--- src/hw/rtl/u8u16_pkg.sv ---
`timescale 1ns / 1ps
`default_nettype none

package u8u16_pkg;

  // Depth of the job queue between the byte front end and the unit back end.
  localparam int unsigned QueueDepth = 4;
  localparam int unsigned QueuePtrW  = $clog2(QueueDepth);
  localparam int unsigned QueueCntW  = $clog2(QueueDepth + 1);

  // Lead byte classes.
  localparam logic [7:0] LeadMin  = 8'hC2;
  localparam logic [7:0] LeadEnd  = 8'hF5;
  localparam logic [7:0] Lead3Min = 8'hE0;
  localparam logic [7:0] Lead4Min = 8'hF0;

  // Lead bytes with a narrowed second-byte range.
  localparam logic [7:0] LeadE0 = 8'hE0;
  localparam logic [7:0] LeadED = 8'hED;
  localparam logic [7:0] LeadF0 = 8'hF0;
  localparam logic [7:0] LeadF4 = 8'hF4;

  // Second-byte range bounds.
  localparam logic [7:0] ContMin  = 8'h80;
  localparam logic [7:0] ContMax  = 8'hBF;
  localparam logic [7:0] E0Min    = 8'hA0;
  localparam logic [7:0] EDMax    = 8'h9F;
  localparam logic [7:0] F0Min    = 8'h90;
  localparam logic [7:0] F4Max    = 8'h8F;

  // Surrogate construction.
  localparam logic [15:0] SurrHigh  = 16'hD800;
  localparam logic [15:0] SurrLow   = 16'hDC00;
  localparam logic [20:0] SuppBase  = 21'h010000;

  // One queued job: a single code unit, or a surrogate pair.
  typedef struct packed {
    logic        pair;
    logic [15:0] unit_a;
    logic [15:0] unit_b;
  } job_t;

endpackage

`default_nettype wire

--- src/hw/rtl/u8u16_byte_if.sv ---
`timescale 1ns / 1ps
`default_nettype none

// Byte channel: one UTF-8 byte per transaction.
interface u8u16_byte_if;
  logic       valid;
  logic       ready;
  logic [7:0] text_byte;
  logic       end_of_text;

  modport source (output valid, output text_byte, output end_of_text, input ready);
  modport sink (input valid, input text_byte, input end_of_text, output ready);
endinterface

`default_nettype wire

--- src/hw/rtl/u8u16_unit_if.sv ---
`timescale 1ns / 1ps
`default_nettype none

// Unit channel: one UTF-16 code unit per transaction.
interface u8u16_unit_if;
  logic        valid;
  logic        ready;
  logic [15:0] code_unit;
  logic        last_of_run;

  modport source (output valid, output code_unit, output last_of_run, input ready);
  modport sink (input valid, input code_unit, input last_of_run, output ready);
endinterface

`default_nettype wire

--- src/hw/rtl/utf8_to_utf16_decoder_unit.sv ---
// UTF-8 to UTF-16 transcoder.
// in_byte_i takes one UTF-8 byte per transaction with an end-of-text flag;
// out_unit_o gives UTF-16 code units, with last_of_run set on the final unit
// that a byte produces. ASCII bytes pass through, multi-byte sequences give
// one unit (or a surrogate pair for four bytes) when their last byte arrives,
// and malformed or unfinished sequences produce nothing.
// Throughput: one byte per cycle while the job queue has room. A surrogate
// pair leaves as two code units, absorbed by a four-entry job queue between
// the byte front end and the output stage, so a stream of bytes is never
// slowed below one per cycle while the receiver keeps up.
// The edge that accepts a byte writes its job into the queue; from the queue
// head the unit is then loaded into the output register, from which the
// receiver can take it.
// When the receiver stalls, the output register holds its unit, the queue
// fills, and in_byte_i.ready drops once the queue is full.
// Reset clears the open sequence, the queue and the output valid.
`timescale 1ns / 1ps
`default_nettype none

module utf8_to_utf16_decoder_unit (
  input  wire logic     clk_i,
  input  wire logic     rst_ni,
  u8u16_byte_if.sink    in_byte_i,
  u8u16_unit_if.source  out_unit_o
);
  import u8u16_pkg::*;

  logic push_valid, push_ready;
  job_t push_data;
  logic head_valid, head_pop;
  job_t head_data;

  u8u16_front u_front (
    .clk_i        (clk_i),
    .rst_ni       (rst_ni),
    .in_byte_i    (in_byte_i),
    .push_valid_o (push_valid),
    .push_data_o  (push_data),
    .push_ready_i (push_ready)
  );

  u8u16_queue u_queue (
    .clk_i        (clk_i),
    .rst_ni       (rst_ni),
    .push_valid_i (push_valid),
    .push_data_i  (push_data),
    .push_ready_o (push_ready),
    .pop_valid_o  (head_valid),
    .pop_data_o   (head_data),
    .pop_ready_i  (head_pop)
  );

  u8u16_back u_back (
    .clk_i        (clk_i),
    .rst_ni       (rst_ni),
    .head_valid_i (head_valid),
    .head_i       (head_data),
    .pop_o        (head_pop),
    .out_unit_o   (out_unit_o)
  );

endmodule

`default_nettype wire

--- src/hw/rtl/u8u16_front.sv ---
`timescale 1ns / 1ps
`default_nettype none

module u8u16_front (
  input  wire logic          clk_i,
  input  wire logic          rst_ni,
  u8u16_byte_if.sink         in_byte_i,
  output logic               push_valid_o,
  output u8u16_pkg::job_t    push_data_o,
  input  wire logic          push_ready_i
);
  import u8u16_pkg::*;

  // Bytes that follow a lead byte: 1, 2 or 3.
  function automatic logic [1:0] follow_count(input logic [7:0] lead);
    logic [1:0] cnt;
    if (lead < Lead3Min) begin
      cnt = 2'd1;
    end else if (lead < Lead4Min) begin
      cnt = 2'd2;
    end else begin
      cnt = 2'd3;
    end
    return cnt;
  endfunction

  function automatic logic is_cont(input logic [7:0] x);
    return x[7:6] == 2'b10;
  endfunction

  function automatic logic second_ok(input logic [7:0] lead, input logic [7:0] c2);
    logic ok;
    if (lead == LeadE0) begin
      ok = (c2 >= E0Min) && (c2 <= ContMax);
    end else if (lead == LeadED) begin
      ok = (c2 >= ContMin) && (c2 <= EDMax);
    end else if (lead == LeadF0) begin
      ok = (c2 >= F0Min) && (c2 <= ContMax);
    end else if (lead == LeadF4) begin
      ok = (c2 >= ContMin) && (c2 <= F4Max);
    end else begin
      ok = is_cont(c2);
    end
    return ok;
  endfunction

  logic [7:0]  lead_q, lead_d;
  logic [7:0]  second_q, second_d;
  logic [7:0]  third_q, third_d;
  logic [1:0]  pending_q, pending_d;
  logic [1:0]  lead_follow;
  logic        accept;
  logic [7:0]  cur_byte;
  logic        fin_emit;
  job_t        fin_job;
  logic [20:0] code_point;
  logic [20:0] supp_offset;
  logic        emit;
  job_t        job;

  assign in_byte_i.ready = push_ready_i;
  assign accept          = in_byte_i.valid && push_ready_i;
  assign cur_byte        = in_byte_i.text_byte;
  assign lead_follow     = follow_count(lead_q);

  // Assemble and check the sequence that the current byte completes.
  assign code_point  = {lead_q[2:0], second_q[5:0], third_q[5:0], cur_byte[5:0]};
  assign supp_offset = code_point - SuppBase;

  always_comb begin
    fin_emit = 1'b0;
    fin_job  = '0;
    unique case (lead_follow)
      2'd1: begin
        fin_emit       = is_cont(cur_byte);
        fin_job.unit_a = {5'd0, lead_q[4:0], cur_byte[5:0]};
      end
      2'd2: begin
        fin_emit       = second_ok(lead_q, second_q) && is_cont(cur_byte);
        fin_job.unit_a = {lead_q[3:0], second_q[5:0], cur_byte[5:0]};
      end
      default: begin
        fin_emit       = second_ok(lead_q, second_q) && is_cont(third_q) &&
                         is_cont(cur_byte);
        fin_job.pair   = 1'b1;
        fin_job.unit_a = SurrHigh | {6'd0, supp_offset[19:10]};
        fin_job.unit_b = SurrLow | {6'd0, supp_offset[9:0]};
      end
    endcase
  end

  // Sequence tracking per accepted byte.
  always_comb begin
    lead_d    = lead_q;
    second_d  = second_q;
    third_d   = third_q;
    pending_d = pending_q;
    emit      = 1'b0;
    job       = '0;
    if (accept) begin
      priority if (pending_q == 2'd0) begin
        if (!cur_byte[7]) begin
          emit       = 1'b1;
          job.unit_a = {8'd0, cur_byte};
        end else if ((cur_byte >= LeadMin) && (cur_byte < LeadEnd)) begin
          lead_d    = cur_byte;
          pending_d = follow_count(cur_byte);
        end
      end else if (pending_q > 2'd1) begin
        if (lead_follow == pending_q) begin
          second_d = cur_byte;
        end else begin
          third_d = cur_byte;
        end
        pending_d = pending_q - 2'd1;
      end else begin
        if (lead_follow == 2'd1) begin
          second_d = cur_byte;
        end else if (lead_follow == 2'd2) begin
          third_d = cur_byte;
        end
        pending_d = 2'd0;
        emit      = fin_emit;
        job       = fin_job;
      end
      if (in_byte_i.end_of_text) begin
        pending_d = 2'd0;
      end
    end
  end

  assign push_valid_o = emit;
  assign push_data_o  = job;

  always_ff @(posedge clk_i or negedge rst_ni) begin
    if (!rst_ni) begin
      lead_q    <= '0;
      second_q  <= '0;
      third_q   <= '0;
      pending_q <= '0;
    end else begin
      lead_q    <= lead_d;
      second_q  <= second_d;
      third_q   <= third_d;
      pending_q <= pending_d;
    end
  end

endmodule

`default_nettype wire

--- src/hw/rtl/u8u16_queue.sv ---
`timescale 1ns / 1ps
`default_nettype none

module u8u16_queue (
  input  wire logic             clk_i,
  input  wire logic             rst_ni,
  input  wire logic             push_valid_i,
  input  wire u8u16_pkg::job_t  push_data_i,
  output logic                  push_ready_o,
  output logic                  pop_valid_o,
  output u8u16_pkg::job_t       pop_data_o,
  input  wire logic             pop_ready_i
);
  import u8u16_pkg::*;

  job_t                 mem_q [QueueDepth];
  logic [QueuePtrW-1:0] wr_ptr_q, rd_ptr_q;
  logic [QueueCntW-1:0] count_q;
  logic                 do_push, do_pop;

  assign push_ready_o = count_q != QueueCntW'(QueueDepth);
  assign pop_valid_o  = count_q != '0;
  assign pop_data_o   = mem_q[rd_ptr_q];
  assign do_push      = push_valid_i && push_ready_o;
  assign do_pop       = pop_ready_i && pop_valid_o;

  // Job storage.
  always_ff @(posedge clk_i) begin
    if (do_push) begin
      mem_q[wr_ptr_q] <= push_data_i;
    end
  end

  // Pointers and fill count.
  always_ff @(posedge clk_i or negedge rst_ni) begin
    if (!rst_ni) begin
      wr_ptr_q <= '0;
      rd_ptr_q <= '0;
      count_q  <= '0;
    end else begin
      if (do_push) begin
        wr_ptr_q <= wr_ptr_q + QueuePtrW'(1);
      end
      if (do_pop) begin
        rd_ptr_q <= rd_ptr_q + QueuePtrW'(1);
      end
      if (do_push && !do_pop) begin
        count_q <= count_q + QueueCntW'(1);
      end else if (do_pop && !do_push) begin
        count_q <= count_q - QueueCntW'(1);
      end
    end
  end

endmodule

`default_nettype wire

--- src/hw/rtl/u8u16_back.sv ---
`timescale 1ns / 1ps
`default_nettype none

module u8u16_back (
  input  wire logic             clk_i,
  input  wire logic             rst_ni,
  input  wire logic             head_valid_i,
  input  wire u8u16_pkg::job_t  head_i,
  output logic                  pop_o,
  u8u16_unit_if.source          out_unit_o
);
  import u8u16_pkg::*;

  logic        valid_q, valid_d;
  logic        half_q, half_d;
  logic [15:0] unit_q, unit_d;
  logic        last_q, last_d;
  logic        load;

  // The output register takes a new unit when it is empty or being drained.
  assign load = !valid_q || out_unit_o.ready;

  always_comb begin
    valid_d = valid_q;
    half_d  = half_q;
    unit_d  = unit_q;
    last_d  = last_q;
    pop_o   = 1'b0;
    if (load) begin
      valid_d = head_valid_i;
      if (head_valid_i) begin
        if (head_i.pair && !half_q) begin
          unit_d = head_i.unit_a;
          last_d = 1'b0;
          half_d = 1'b1;
        end else begin
          unit_d = head_i.pair ? head_i.unit_b : head_i.unit_a;
          last_d = 1'b1;
          half_d = 1'b0;
          pop_o  = 1'b1;
        end
      end
    end
  end

  assign out_unit_o.valid       = valid_q;
  assign out_unit_o.code_unit   = unit_q;
  assign out_unit_o.last_of_run = last_q;

  always_ff @(posedge clk_i or negedge rst_ni) begin
    if (!rst_ni) begin
      valid_q <= 1'b0;
      half_q  <= 1'b0;
    end else begin
      valid_q <= valid_d;
      half_q  <= half_d;
    end
  end

  always_ff @(posedge clk_i) begin
    unit_q <= unit_d;
    last_q <= last_d;
  end

endmodule

`default_nettype wire
--- src/flat_wrapper.sv ---
// flat-port wrapper written by rule: the top's interface ports become plain ports
module utf8_to_utf16_decoder_unit_flat import u8u16_pkg::*;
  (clk_i, rst_ni, in_byte_i_valid, in_byte_i_text_byte, in_byte_i_end_of_text, in_byte_i_ready, out_unit_o_valid, out_unit_o_code_unit, out_unit_o_last_of_run, out_unit_o_ready);
  u8u16_byte_if in_byte_i_i ();
  u8u16_unit_if out_unit_o_i ();
  input  wire logic clk_i;
  input  wire logic rst_ni;
  input wire logic [$bits(in_byte_i_i.valid)-1:0] in_byte_i_valid;
  input wire logic [$bits(in_byte_i_i.text_byte)-1:0] in_byte_i_text_byte;
  input wire logic [$bits(in_byte_i_i.end_of_text)-1:0] in_byte_i_end_of_text;
  output wire logic [$bits(in_byte_i_i.ready)-1:0] in_byte_i_ready;
  output wire logic [$bits(out_unit_o_i.valid)-1:0] out_unit_o_valid;
  output wire logic [$bits(out_unit_o_i.code_unit)-1:0] out_unit_o_code_unit;
  output wire logic [$bits(out_unit_o_i.last_of_run)-1:0] out_unit_o_last_of_run;
  input wire logic [$bits(out_unit_o_i.ready)-1:0] out_unit_o_ready;
  assign in_byte_i_i.valid = in_byte_i_valid;
  assign in_byte_i_i.text_byte = in_byte_i_text_byte;
  assign in_byte_i_i.end_of_text = in_byte_i_end_of_text;
  assign in_byte_i_ready = in_byte_i_i.ready;
  assign out_unit_o_valid = out_unit_o_i.valid;
  assign out_unit_o_code_unit = out_unit_o_i.code_unit;
  assign out_unit_o_last_of_run = out_unit_o_i.last_of_run;
  assign out_unit_o_i.ready = out_unit_o_ready;
  utf8_to_utf16_decoder_unit u_core (.clk_i(clk_i), .rst_ni(rst_ni), .in_byte_i(in_byte_i_i), .out_unit_o(out_unit_o_i));
endmodule
--- config.mk ---
export PLATFORM = sky130hd
export DESIGN_NAME = utf8_to_utf16_decoder_unit_flat
export DESIGN_NICKNAME = d
export VERILOG_FILES = /design/src/hw/rtl/u8u16_pkg.sv /design/src/hw/rtl/u8u16_byte_if.sv /design/src/hw/rtl/u8u16_unit_if.sv /design/src/hw/rtl/utf8_to_utf16_decoder_unit.sv /design/src/hw/rtl/u8u16_front.sv /design/src/hw/rtl/u8u16_queue.sv /design/src/hw/rtl/u8u16_back.sv /design/src/flat_wrapper.sv
export SDC_FILE = /design/constraint.sdc
export NUM_CORES = 1
export LEC_CHECK = 0
export BUFFER_PORTS_ARGS = -buffer_cell sky130_fd_sc_hd__buf_2
export CAP_MARGIN = 10
export CORE_MARGIN = 3
export CORE_UTILIZATION = 30
export DETAILED_ROUTE_END_ITERATION = 10
export SLEW_MARGIN = 20
export SYNTH_ARGS = -nofsm -noshare
export SYNTH_HDL_FRONTEND = slang
export SYNTH_HIERARCHICAL = 1
export SYNTH_SLANG_ARGS = --single-unit
export TNS_END_PERCENT = 20
--- constraint.sdc ---
create_clock -name clk_i -period 8.4 [get_ports clk_i]
set_input_delay 0.42 -clock clk_i [delete_from_list [all_inputs] [get_ports clk_i]]
set_output_delay 0.42 -clock clk_i [all_outputs]
set_load 0.03 [all_outputs]
After elaboration in Yosys (flattened, before gate mapping)

Memories as Yosys holds them, arrays and structs flattened.
Cells that the tools add are included.

Bits in registers: 52
RAM bits: 132
Memories kept: 1

Memories:

| memory               | words | bits a word | read ports | clocked after Yosys merged registers in | wr ports | line              | text |
|---|---|---|---|---|---|---|---|
| u_core.u_queue.mem_q | 4     | 33          | 1          | 0                                       | 1        | u8u16_queue.sv:16 | `job_t mem_q [QueueDepth];` |

$add $sub $neg: 6
$lt $le $gt $ge: 13
Equality and inequality tests: 16
Muxes and demuxes: 46
Bitwise operators: 1
Reduce and logical (&&, ||, !) cells: 30

Operators with widths:

| operator                                                 | number |
|---|---|
| 2-to-1 mux 16 bit                                        | 5 |
| 2-to-1 mux 33 bit                                        | 2 |
| 2-to-1 mux 8 bit                                         | 7 |
| < comparator 8 bit, second input constant                | 5 |
| equality test 8 bit, second input constant               | 4 |
| greater-or-equal comparator 8 bit, second input constant | 4 |
| case mux 16 bit (2 select lines)                         | 1 |
| less-or-equal comparator 8 bit, second input constant    | 3 |
| 2-to-1 mux 1 bit                                         | 20 |
| subtractor 20 x 17 -> 20 bit, second input constant      | 1 |
| logical AND 1 bit                                        | 14 |
| 2-to-1 mux 2 bit                                         | 7 |
| equality test 2 bit, second input constant               | 4 |
| AND reduction 4 bit                                      | 2 |
| 2-to-1 mux 7 bit                                         | 1 |
| 2-to-1 mux 3 bit                                         | 2 |
| inequality test 3 bit, second input constant             | 2 |
| nonzero test 2 bit                                       | 3 |
| AND reduction 5 bit                                      | 1 |
| adder 2 x 1 -> 2 bit, second input constant              | 2 |
| zero test 1 bit                                          | 4 |
| inequality test 2 bit, second input constant             | 2 |
| adder 3 x 1 -> 3 bit, second input constant              | 1 |
| inequality test 3 x 2 -> 1 bit, second input constant    | 1 |
| 14 further kinds                                         | 14 |

Longest topological paths before layout

Gate-level depths: netlist of run 1.

Depth in word-level cells: 18
Depth in mapped cells: 14

By module

Netlist of run 1, hierarchy kept.

By module, submodules not included:

| module      | instances | cells each | area an instance (um^2) |
|---|---|---|---|
| u8u16_queue | 1         | 208        | 5223.8 |
| u8u16_front | 1         | 190        | 1741.7 |
| u8u16_back  | 1         | 45         | 857.1 |

Worst setup path before layout of run 1

Ideal clock, no wire load.

Path kind: register to register
From: register u_core.u_front.second_q[5]
To: memory u_core/u_queue/mem_q[0][0] (netlist bit), enable pin
Data arrival time: 2.556 ns
Setup slack: 5.451 ns
Cell stages (with the launch flop): 10
Buffers on the path: 0
Clock period less this slack: 2.949 ns
Cell sequence: dfrtp_1 -> inv_1 -> ha_1 -> nor3_1 -> a311o_1 -> o211ai_1 -> a221oi_1 -> a211oi_1 -> a21boi_2 -> and2_1

Word-level cells in the longest chain between the ends: 16

RTL lines:

| element                                                                                    | line                                 | text |
|---|---|---|
| start: declaration                                                                         | u8u16_front.sv:48                    | `logic [7:0] second_q, second_d;` |
| start signal: assignment                                                                   | u8u16_front.sv:143                   | `second_q <= second_d;` |
| greater-or-equal comparator 8 bit / less-or-equal comparator 8 bit (equally long branches) | u8u16_front.sv:36, u8u16_front.sv:40 |  |
| logical AND 1 bit                                                                          | u8u16_front.sv:40                    | `ok = (c2 >= ContMin) && (c2 <= F4Max);` |
| 2-to-1 mux 1 bit                                                                           | u8u16_front.sv:39                    | `end else if (lead == LeadF4) begin` |
| 2-to-1 mux 1 bit                                                                           | u8u16_front.sv:37                    | `end else if (lead == LeadF0) begin` |
| 2-to-1 mux 1 bit                                                                           | u8u16_front.sv:35                    | `end else if (lead == LeadED) begin` |
| 2-to-1 mux 1 bit (*)                                                                       | u8u16_front.sv:33                    | `if (lead == LeadE0) begin` |
| 2-to-1 mux 1 bit                                                                           | u8u16_front.sv:73                    | `unique case (lead_follow)` |
| logical AND 1 bit (2 in series)                                                            | u8u16_front.sv:83                    | `fin_emit = second_ok(lead_q, second_q) && is_cont(third_q) &&` |
| case mux 1 bit (2 select lines) (*)                                                        | u8u16_front.sv:73                    |  |
| 2-to-1 mux 1 bit (*)                                                                       | u8u16_front.sv:109                   | `end else if (pending_q > 2'd1) begin` |
| 2-to-1 mux 1 bit (*)                                                                       | u8u16_front.sv:101                   | `priority if (pending_q == 2'd0) begin` |
| 2-to-1 mux 1 bit (*)                                                                       | u8u16_front.sv:100                   | `if (accept) begin` |
| net u_core.push_valid                                                                      | utf8_to_utf16_decoder_unit.sv:28     | `logic push_valid, push_ready;` |
| logical AND 1 bit (*)                                                                      | u8u16_queue.sv:24                    | `assign do_push = push_valid_i && push_ready_o;` |
| net u_core.u_queue.do_push                                                                 | u8u16_queue.sv:19                    | `logic do_push, do_pop;` |
| 2-to-1 mux 1 bit (*)                                                                       | u8u16_queue.sv:29                    | `if (do_push) begin` |
| 2-to-1 mux 1 bit (implied by the code) (*)                                                 | u8u16_queue.sv:30                    | `mem_q[wr_ptr_q] <= push_data_i;` |
| end: declaration                                                                           | u8u16_queue.sv:16                    |  |

Mark *: on every way through the listed nets, which the timed path passes. The rest lies on a longest branch. The select of a mux whose other input is x is not followed.

Worst setup path after layout of run 1

From: register u_core.u_front.lead_q[4]
To: register u_core.u_queue.count_q[2]

Word-level cells in the longest chain between the ends: 16

RTL lines:

| element                             | line                             | text |
|---|---|---|
| start: declaration                  | u8u16_front.sv:47                | `logic [7:0] lead_q, lead_d;` |
| start signal: assignment            | u8u16_front.sv:142               | `lead_q <= lead_d;` |
| equality test 8 bit                 | u8u16_front.sv:39                |  |
| 2-to-1 mux 1 bit                    | u8u16_front.sv:39                |  |
| 2-to-1 mux 1 bit                    | u8u16_front.sv:37                |  |
| 2-to-1 mux 1 bit                    | u8u16_front.sv:35                |  |
| 2-to-1 mux 1 bit                    | u8u16_front.sv:33                |  |
| 2-to-1 mux 1 bit                    | u8u16_front.sv:73                |  |
| logical AND 1 bit (2 in series)     | u8u16_front.sv:83                |  |
| case mux 1 bit (2 select lines) (*) | u8u16_front.sv:73                |  |
| 2-to-1 mux 1 bit (*)                | u8u16_front.sv:109               |  |
| 2-to-1 mux 1 bit (*)                | u8u16_front.sv:101               |  |
| 2-to-1 mux 1 bit (*)                | u8u16_front.sv:100               |  |
| net u_core.push_valid               | utf8_to_utf16_decoder_unit.sv:28 |  |
| logical AND 1 bit (*)               | u8u16_queue.sv:24                |  |
| net u_core.u_queue.do_push          | u8u16_queue.sv:19                |  |
| zero test 1 bit                     | u8u16_queue.sv:49                | `end else if (do_pop && !do_push) begin` |
| logical AND 1 bit                   | u8u16_queue.sv:49                |  |
| nonzero test 2 bit (no line)        | -                                |  |
| end signal: assignment              | u8u16_queue.sv:48                | `count_q <= count_q + QueueCntW'(1);` |
| end signal: assignment              | u8u16_queue.sv:50                | `count_q <= count_q - QueueCntW'(1);` |
| end: declaration                    | u8u16_queue.sv:18                | `logic [QueueCntW-1:0] count_q;` |

Marked as above.
A chain may end at the register's enable or synchronous reset.

==> results of run 1 <==
-- where the power goes --
part / total [W] / switching, W / internal [W]
Clock: 0.000810 / 0.000338 / 0.000472
Sequential: 0.00131 / 0.000114 / 0.00120
Combinational: 0.000888 / 0.000486 / 0.000402
Total: 0.00301 / 0.000938 / 0.00207
-- path summary, 6_finish.rpt --
| kind | startpoint | to | slack, ps |
|---|---|---|---|
| hold reg to reg | u_core/u_front/third_q[0] | u_core/u_front/third_q[0] | 500 |
| setup / recovery | u_core/u_front/lead_q[4] | u_core/u_queue/count_q[2] | 5110 |
| min in group clk_i | out_unit_o_ready | u_core/u_back/out_unit_o.valid | 290 |
| max in group asynchronous | rst_ni | u_core/u_queue/rd_ptr_q[0] | 7720 |
| hold / removal | rst_ni | u_core/u_front/second_q[6] | 100 |
| setup reg to reg | u_core/u_front/lead_q[4] | u_core/u_queue/count_q[2] | 5110 |
-- Yosys cell counts, types with 2 or more instances --
cell type	instances	share of area, %
a211oi_1	5	0.48
a21oi_1	8	0.51
a21oi_2	2	0.22
a22oi_1	7	0.67
and2_1	13	1.0
buf_12	4	1.0
buf_2	7	0.45
buf_4	7	0.67
clkbuf_1	6	0.29
dfrtp_1	35	11
edfxtp_1	149	57
ha_1	8	1.3
inv_1	10	0.48
mux2_2	29	4.2
mux2_4	10	1.9
mux4_1	5	1.7
mux4_2	28	8.1
nand2_1	12	0.58
nand2b_1	4	0.32
nand3_1	6	0.38
nand4_1	2	0.16
nor2_1	24	1.2
nor3_1	7	0.45
nor4_1	5	0.40
o211ai_1	2	0.19
o21a_1	4	0.38
o21ai_0	10	0.64
or2_2	2	0.16
or4_1	2	0.19
xnor2_1	7	0.78
xor2_1	2	0.22
-- flip-flops by register name (all words and copies together) (netlist names) --
| name | count |
|---|---|
| u_core/u_queue/mem_q | 132 |
| u_core/u_back/out_unit_o.code_unit | 16 |
| u_core/u_front/lead_q | 8 |
| u_core/u_front/second_q | 8 |
| u_core/u_front/third_q | 8 |
| u_core/u_queue/count_q | 3 |
| u_core/u_front/pending_q | 2 |
| u_core/u_queue/rd_ptr_q | 2 |
| u_core/u_queue/wr_ptr_q | 2 |
| u_core/u_back/half_q | 1 |
| u_core/u_back/out_unit_o.last_of_run | 1 |
| u_core/u_back/out_unit_o.valid | 1 |
-- area by class of cell --
type	count	area share (%)
Sequential cell	184	60.5
Multi-Input combinational cell	224	25.2
Clock buffer	19	4.89
Tap cell	330	4.67
Timing Repair Buffer	38	2.35
Clock inverter	13	1.94
Inverter	10	0.424
-- routing by layer --
| metal | vias to the layer above | part of all wire (%) |
|---|---|---|
| met5 | - | 0 |
| met3 | 19 | 4.8 |
| li1 | 1798 | - |
| met1 | 2066 | 47 |
| met4 | 0 | 1.2 |
| met2 | 105 | 47 |
-- per-stage QoR --
stage / setup WS (ps) / cell area (sq um) / util (%)
4_1_cts: 5120 / 8850 / 34.8
3_3_place_gp: 5290 / 8240 / 32.5
6_report: 5110 / 8850 / 34.8
5_1_grt: 4830 / 8850 / 34.8
2_1_floorplan: 5450 / 7820 / -
3_5_place_dp: 5160 / 8240 / 32.5
-- worst max-delay path, cell delays in order, from the launching register on --
cell and delay (ps):
dfrtp_1 760, inv_1 250, a311o_1 330, o211ai_1 90
a221oi_1 110, a211oi_1 200, a21boi_2 350, ha_1 240
inv_1 60, fa_1 380, xor2_1 150, nor2_1 140
xor2_1 150
-- cells by family after synthesis --
family / after synthesis / share of synthesized area, %
compound gates: 45 / 4.00
xor+xnor: 9 / 1.01
fa+ha+maj: 9 / 1.54
buf+inv: 35 / 3.06
flops: 184 / 68.4
mux: 73 / 16.0
other cells: 1 / 0.0479
simple gates: 87 / 6.00
==> impl_metrics.csv, run 1 <==
group,metric,value,unit
job,maxCapViolCount,0,
detailed_routing,avgRoutedWirePerCell,18.2,um
yosys,yosysUniqueCellTypes,52,
min_path,hold_class,"input port to async pin",
placement,portBuffers,31,
cells_and_area,layout_commonest_cell,"edfxtp_1",
floorplan,io_pins,32,
clock_tree,cts_tree,"built",
yosys,async_flop_share,19.0,%
yosys,syn_nets,465,
global_route,grt_pass1_wl,23.9,mm
worst_setup_path,cp-start-kind,"flop",
sta,fin_tns_setup,0,ps
clock_tree,root_buffer,"clkbuf_16",
global_route,antenna_found_initial,0,
yosys,syn_area_per_cell,17.7,sq um
worst_setup_path,reg2reg_depth,12,
sta,period_share,39.2,%
floorplan,dieArea,28000,sq um
placement,hpwl,8.91,mm
yosys,synth-edff-count,149,
yosys,synth_ff_type,"edfxtp_1",
clock_tree,cts-buffers-inserted,17,
cells_and_area,multiInputGateArea,2230,sq um
detailed_routing,drt-total-wl,14.9,mm
power,ir_drop,0.154,mV
sta,finalHoldViolations,0,
cells_and_area,final_cells,818,
floorplan,coreArea,25400,sq um
placement,dp_cells,786,
clock_tree,cts_setup_buffers,0,
clock_tree,cts_sinks,184,
global_route,overflow,0,
floorplan,die_y,167,um
worst_setup_path,cp_data_arrival_time,3640,ps
clock_tree,cts_resized,0,
global_route,grt_pass1_vias,4189,
cells_and_area,seqCellArea,5350,sq um
global_route,use_met3,3.26,%
sta,fin_crit,3290,ps
clock_tree,cts-hold-fix-buffers,0,
cells_and_area,syn_to_final_growth,13.1,%
worst_setup_path,crit_path_end_kind,"flop",
sta,fin_worst_skew,10.4,ps
cells_and_area,nFillCells,2398,
clock_tree,htreeDepth,4,
run_status,status,"complete, no violations",
power,p_per_area,340,nW/um^2
clock_tree,clk_latency,430,ps
power,power,0.00301,W
sta,rsz0062_at_grt,"false",
worst_setup_path,path_max_fanout,22,
detailed_routing,vias_per_cell,4.88,
yosys,yosysWarnings,6,
yosys,synth_area,7820,sq um
sta,fmax,304,MHz
clock_tree,clk_pin_slew,60,ps
detailed_routing,drc,0,
cells_and_area,drive_gt1_share,29.7,%
cells_and_area,diodes,0,
worst_setup_path,cp.required,8750,ps
global_route,grt_use_met1,15.1,%
global_route,grt-busiest-layer,"met2",
detailed_routing,drtPass1Iterations,5,
power,p_leak,3.10,nW
placement,gp_congestion,0.802,
global_route,grt_use_total,11.1,%
sta,slew_headroom,41.9,%
clock_tree,clk_path_buf_depth,2,
floorplan,start_util,30.8,%
detailed_routing,initialDrtViolationCount,359,
sta,holdWs,97.4,ps
floorplan,rows,58,
floorplan,die_w,167,um
cells_and_area,nNetsFinal,497,
sta,worstMarginPinSlew,870,ps
global_route,grt_max_degree,36,
yosys,ys_ff_latch,184,
detailed_routing,antenna_left,0,
sta,setup_violations,0,
cells_and_area,final_cell_mix,"edfxtp_1, dfrtp_1, buf_2",
worst_setup_path,crit_type,"flop to flop",
detailed_routing,via_count,3988,
global_route,grtUsageMet2,17.0,%
yosys,synthesis.instances,443,
yosys,ys_seq_area_share,68.4,%
sta,drv_slew,0,
Power figures use the tool's default switching activity.
==> run 2: changes to the inputs <==
Clock period 8.4 ns to 3.1 ns, I/O delays scaled along.
==> run 2 against run 1 <==
Against the previous run:
- sequential cell count unchanged
- setup slack got worse by 4900 ps
- sequential power increased to 2.7 times the previous value
- hold slack got worse by 73 ps
- critical path type unchanged
- largest cell class unchanged
- largest power group unchanged
==> impl_metrics.csv, run 2 (synthesized netlist as in run 1, its figures left out) <==
group,metric,value,unit
power,p_per_area,931,nW/um^2
clock_tree,clk_pin_slew,70,ps
detailed_routing,initialDrtViolationCount,332,
global_route,grt_use_total,11.2,%
cells_and_area,nNetsFinal,507,
cells_and_area,fin_area,9020,sq um
sta,finalHoldViolations,0,
placement,portBuffers,31,
worst_setup_path,cp_slowest_stage_delay,420,ps
clock_tree,clk_path_buf_depth,2,
worst_setup_path,path_max_fanout,3,
sta,fin_worst_skew,9.13,ps
sta,setup_violations,0,
detailed_routing,drc,0,
floorplan,die_w,167,um
placement,hpwl,9.11,mm
cells_and_area,diodes,0,
placement,dpl_worst_slack,153,ps
sta,period_share,93.8,%
worst_setup_path,cp_data_arrival_time,3260,ps
detailed_routing,avgRoutedWirePerCell,18.3,um
detailed_routing,via_count,3985,
floorplan,dieArea,28000,sq um
job,maxCapViolCount,0,
cells_and_area,layout_commonest_cell,"edfxtp_1",
clock_tree,htreeDepth,4,
placement,gp_congestion,0.845,
global_route,grt_use_met1,15.0,%
worst_setup_path,path_common_cell,"xor2_1",
sta,drv_slew,0,
global_route,antenna_found_initial,0,
cells_and_area,final_cell_mix,"edfxtp_1, dfrtp_1, buf_2",
worst_setup_path,cp-start-kind,"flop",
global_route,grt_pass1_wl,24.1,mm
floorplan,die_y,167,um
power,ir_drop,0.414,mV
cells_and_area,largest_reg_flops,132,
clock_tree,cts_sinks,184,
cells_and_area,syn_to_final_growth,15.3,%
global_route,overflow,0,
sta,worstMarginPinSlew,949,ps
detailed_routing,vias_per_cell,4.81,
detailed_routing,drtPass1Iterations,5,
worst_setup_path,path_delay_family,"compound AO/OA/AOI/OAI gates",
detailed_routing,drt-total-wl,15.1,mm
cells_and_area,drive_gt1_share,31.9,%
global_route,grtUsageMet2,18.2,%
floorplan,io_pins,32,
global_route,use_met3,2.88,%
global_route,grt_pass1_vias,4275,
floorplan,start_util,30.8,%
worst_setup_path,crit_type,"flop to flop",
sta,fin_tns_setup,0,ps
clock_tree,cts_tree,"built",
placement,placed_area,8330,sq um
global_route,grt_max_degree,36,
worst_setup_path,critPathBufInv,2,
cells_and_area,utilization,35.5,%
clock_tree,clk_latency,430,ps
worst_setup_path,cp.required,3450,ps
min_path,hold_class,"input port to flop",
clock_tree,root_buffer,"clkbuf_16",
power,power,0.00839,W
worst_setup_path,path_cells,"inv_2 -> ha_4 -> nor3_1 -> a311o_1 -> o211ai_1 -> a221oi_1 -> a211oi_1 -> a21boi_2 -> ha_2 -> inv_1 -> fa_1 -> xor2_1 -> nor2_1 -> xor2_1",
cells_and_area,largest_register,"u_core/u_queue/mem_q",
floorplan,coreArea,25400,sq um
detailed_routing,antenna_left,0,
floorplan,rows,58,
worst_setup_path,cpMaxStageDelayCell,"dfrtp_1",
sta,slew_headroom,36.6,%
clock_tree,cts-buffers-inserted,17,
worst_setup_path,crit_path_end_kind,"flop",
sta,setup_ws,192,ps
power,p_leak,3.18,nW
run_status,status,"complete, no violations",
sta,fin_crit,2910,ps
sta,fmax,344,MHz
global_route,grt-busiest-layer,"met2",
[run 2: changes by cell type in the layout (fill, tap and decap cells not counted), sizes merged]
cell / change
clkinvlp: -1
clkinv: -1
bufinv: +1
inv: +1
dlygate4sd3: +1
buf: +9
[run 2: timing repair]
item                                    CTS  global route
endpoints found under the setup margin    0             2
buffers inserted                          0             4
endpoints found under the hold margin    35             0
gates resized for setup                   0             6
hold buffers                              1             0
[run 2: area by class of cell]
cell class / instances / area [sq um]
repair buffers: 48 / 335
clock inverters: 13 / 191
inverters: 10 / 37.5
clock buffers: 19 / 433
flip-flops and latches: 184 / 5350
well taps: 330 / 413
multi-input cells: 224 / 2250
fillers: 2418 / 16400
[run 2: through the flow]
step	hold slack (ps)	instances
2_1_floorplan	-141	443
3_5_place_dp	303	791
4_1_cts	7.10	824
5_1_grt	44.7	828
6_report	24.0	828
3_3_place_gp	296	791
[run 2: worst paths after layout]
kind / from / endpoint / slack [ps] / depth (start not counted)
max in group asynchronous: rst_ni / u_core/u_queue/rd_ptr_q[0] / 2160 / 2
min reg2reg: u_core/u_front/third_q[0] / u_core/u_front/third_q[0] / 510 / 1
max: u_core/u_front/second_q[4] / u_core/u_queue/count_q[2] / 190 / 14
max reg2reg: u_core/u_front/second_q[4] / u_core/u_queue/count_q[2] / 190 / 14
min in group asynchronous: rst_ni / u_core/u_front/lead_q[4] / 360 / 2
min: out_unit_o_ready / u_core/u_back/out_unit_o.valid / 20 / 3
[run 2: tightest hold or removal path, delay by kind of cell]
kind          cells  cell delay [ps]
simple gates      2              180
buf+inv           1               70
[run 2: metal layers]
metal | wire length, um | up-vias
li1 | - | 1806
met1 | 6880 | 2037
met2 | 7310 | 123
met3 | 753 | 19
met4 | 198 | 0
met5 | 0 | -
[run 2: power breakdown]
group	switching (W)	internal, W	total, W
registers	0.000281	0.00325	0.00353
logic	0.00141	0.00119	0.00260
clock network	0.000901	0.00136	0.00226
==> run 3: changes to the inputs <==
Settings changed: RECOVER_POWER set to 100, SETUP_SLACK_MARGIN set to 0.2.
==> run 3 against run 2 <==
Against the previous run:
- die area unchanged
- sequential power about the same
- clock power down 9.3%
- the flow now finishes with violations (max-capacitance violations, max-slew violations)
- global-route usage up 0.21 points
- largest power group unchanged
- critical path type unchanged
- non-clock buffer count up 10
- register-to-register slack better by 40 ps
- via count up 4.1%
- largest cell class unchanged
- clock skew down 2.1 ps
- hold slack better by 37 ps
==> impl_metrics.csv, run 3 (synthesized netlist as in run 1, its figures left out) <==
group,metric,value,unit
run_status,status,"finished with violations",
run_status,violations,"max-capacitance violations, max-slew violations",
global_route,grt_use_total,11.5,%
worst_setup_path,r2r_slack,230,ps
power,power_frac_clock,25.2,%
clock_tree,clk_latency,420,ps
sta,setup_violations,0,
clock_tree,cts-buffers-inserted,17,
global_route,overflow,0,
detailed_routing,drt-total-wl,15.7,mm
placement,hpwl,9.28,mm
worst_setup_path,reg2reg_depth,10,
worst_setup_path,crit_type,"flop to flop",
floorplan,start_util,30.8,%
detailed_routing,drtPass1Iterations,6,
worst_setup_path,r2r_end,"u_core/u_queue/count_q[1]",
min_path,hold_class,"input port to flop",
sta,fin_worst_skew,7.02,ps
sta,slew_headroom,-30.6,%
sta,setup_ws,229,ps
floorplan,coreArea,25400,sq um
power,p_sw,0.00263,W
clock_tree,clk_path_buf_depth,2,
placement,dpl_worst_slack,128,ps
job,maxCapViolCount,1,
clock_tree,cts_sinks,184,
cells_and_area,largest_reg_flops,132,
sta,period_share,92.6,%
sta,fmax,348,MHz
power,p_per_area,911,nW/um^2
floorplan,rows,58,
floorplan,dieArea,28000,sq um
clock_tree,cts_tree,"built",
detailed_routing,via_count,4149,
worst_setup_path,cp_slowest_stage_delay,570,ps
floorplan,die_w,167,um
power,pwr-share-comb,31.4,%
worst_setup_path,cp-start-kind,"flop",
cells_and_area,diodes,0,
cells_and_area,nNetsFinal,517,
min_path,hold_depth,4,
min_path,hp-start,"in_byte_i_end_of_text",
power,p_int,0.00552,W
clock_tree,clk_pin_slew,70,ps
global_route,grt_pass1_wl,24.7,mm
cells_and_area,fin_area,8940,sq um
power,p_leak,3.07,nW
cells_and_area,layout_commonest_cell,"edfxtp_1",
worst_setup_path,cp_data_arrival_time,3180,ps
placement,dp_cells,793,
global_route,grt_max_degree,36,
detailed_routing,antenna_left,0,
cells_and_area,drive_gt1_share,27.8,%
sta,finalHoldViolations,0,
floorplan,io_pins,32,
worst_setup_path,r2r-start,"u_core/u_front/lead_q[3]",
clock_tree,root_buffer,"clkbuf_16",
sta,drv_slew,36,
min_path,hold_end,"u_core/u_front/pending_q[1]",
worst_setup_path,path_cells,"or4_1 -> nor2_1 -> o21ai_1 -> a221oi_1 -> a211oi_2 -> a21boi_2 -> ha_2 -> inv_1 -> fa_1 -> mux2_2",
worst_setup_path,path_max_fanout,6,
detailed_routing,vias_per_cell,4.95,
worst_setup_path,cpMaxStageDelayCell,"or4_1",
detailed_routing,initialDrtViolationCount,310,
global_route,grt_pass1_vias,4395,
placement,placed_area,8350,sq um
cells_and_area,final_cells,838,
clock_tree,htreeDepth,4,
power,ir_drop,0.329,mV
cells_and_area,final_cell_mix,"edfxtp_1, dfrtp_1, mux2_2, mux4_2, nor2_1",
placement,gp_congestion,0.833,
placement,portBuffers,31,
sta,fin_crit,2870,ps
sta,rsz0062_at_grt,"true",
detailed_routing,drc,0,
cells_and_area,syn_to_final_growth,14.3,%
floorplan,die_y,167,um
cells_and_area,largest_register,"u_core/u_queue/mem_q",
worst_setup_path,crit_path_end_kind,"flop",
worst_setup_path,cp.required,3410,ps
power,switching_share,32.2,%
global_route,antenna_found_initial,0,
sta,fin_tns_setup,0,ps
detailed_routing,avgRoutedWirePerCell,18.8,um
power,seq_power_share,43.4,%
sta,worstMarginPinSlew,1960,ps
-- run 3: cell type report --
cell class | count | area [sq um]
multi-input cells | 224 | 2220
repair buffers | 58 | 340
well taps | 330 | 413
clock inverters | 13 | 120
clock buffers | 19 | 453
fillers | 2420 | 16500
flip-flops and latches | 184 | 5360
inverters | 10 | 37.5
-- run 3: worst max path at each step --
stage | from | cells after the start | endpoint
2_1_floorplan | u_core/u_front/second_q[5] | 9 | u_core/u_queue/mem_q[1][0]
6_report | u_core/u_front/lead_q[3] | 10 | u_core/u_queue/count_q[1]
5_1_grt | u_core/u_front/second_q[4] | 12 | u_core/u_queue/mem_q[1][19]
3_5_place_dp | u_core/u_front/second_q[5] | 14 | u_core/u_queue/count_q[2]
4_1_cts | u_core/u_front/lead_q[3] | 11 | u_core/u_queue/count_q[2]
3_3_place_gp | u_core/u_front/second_q[5] | 14 | u_core/u_queue/count_q[2]
-- run 3: worst max-delay path: cells and delay by family (launching register included) --
family | cells | cell delay, ps
compound gates | 4 | 700
flops | 1 | 450
simple gates | 2 | 680
fa+ha+maj | 2 | 600
mux | 1 | 270
buf+inv | 1 | 70
-- run 3: power groups by stage --
stage / clock network, W / registers, W / logic [W]
after global placement: 0 / 0.00354 / 0.00252
final: 0.00205 / 0.00354 / 0.00256
after floorplan: 0 / 0.00374 / 0.00181
after CTS: 0.00211 / 0.00352 / 0.00263
after detailed placement: 0 / 0.00357 / 0.00257
after global routing: 0.00221 / 0.00359 / 0.00279
-- run 3: repair_timing --
action                     CTS  global route
resized for setup            5            10
buffers inserted             4             7
pin swaps                    2             3
setup endpoints to repair    2           134
hold endpoints to repair    36             0
hold buffers                 2             0
cloned                       0             0
-- run 3: through the flow --
step | utilization (%) | hold WS, ps | total power (W)
final | 35.2 | 61.2 | 0.00815
after global routing | 35.2 | 81.1 | 0.00859
after CTS | 35.4 | 50.3 | 0.00826
after detailed placement | 32.9 | 301 | 0.00614
after global placement | 32.9 | 293 | 0.00606
after floorplan | - | -141 | 0.00555
-- run 3: routing by layer --
metal	routed length, um	global-route usage, %
met1	6990	15.0
met2	7720	19.0
met3	805	2.95
met4	232	3.42
met5	0	0
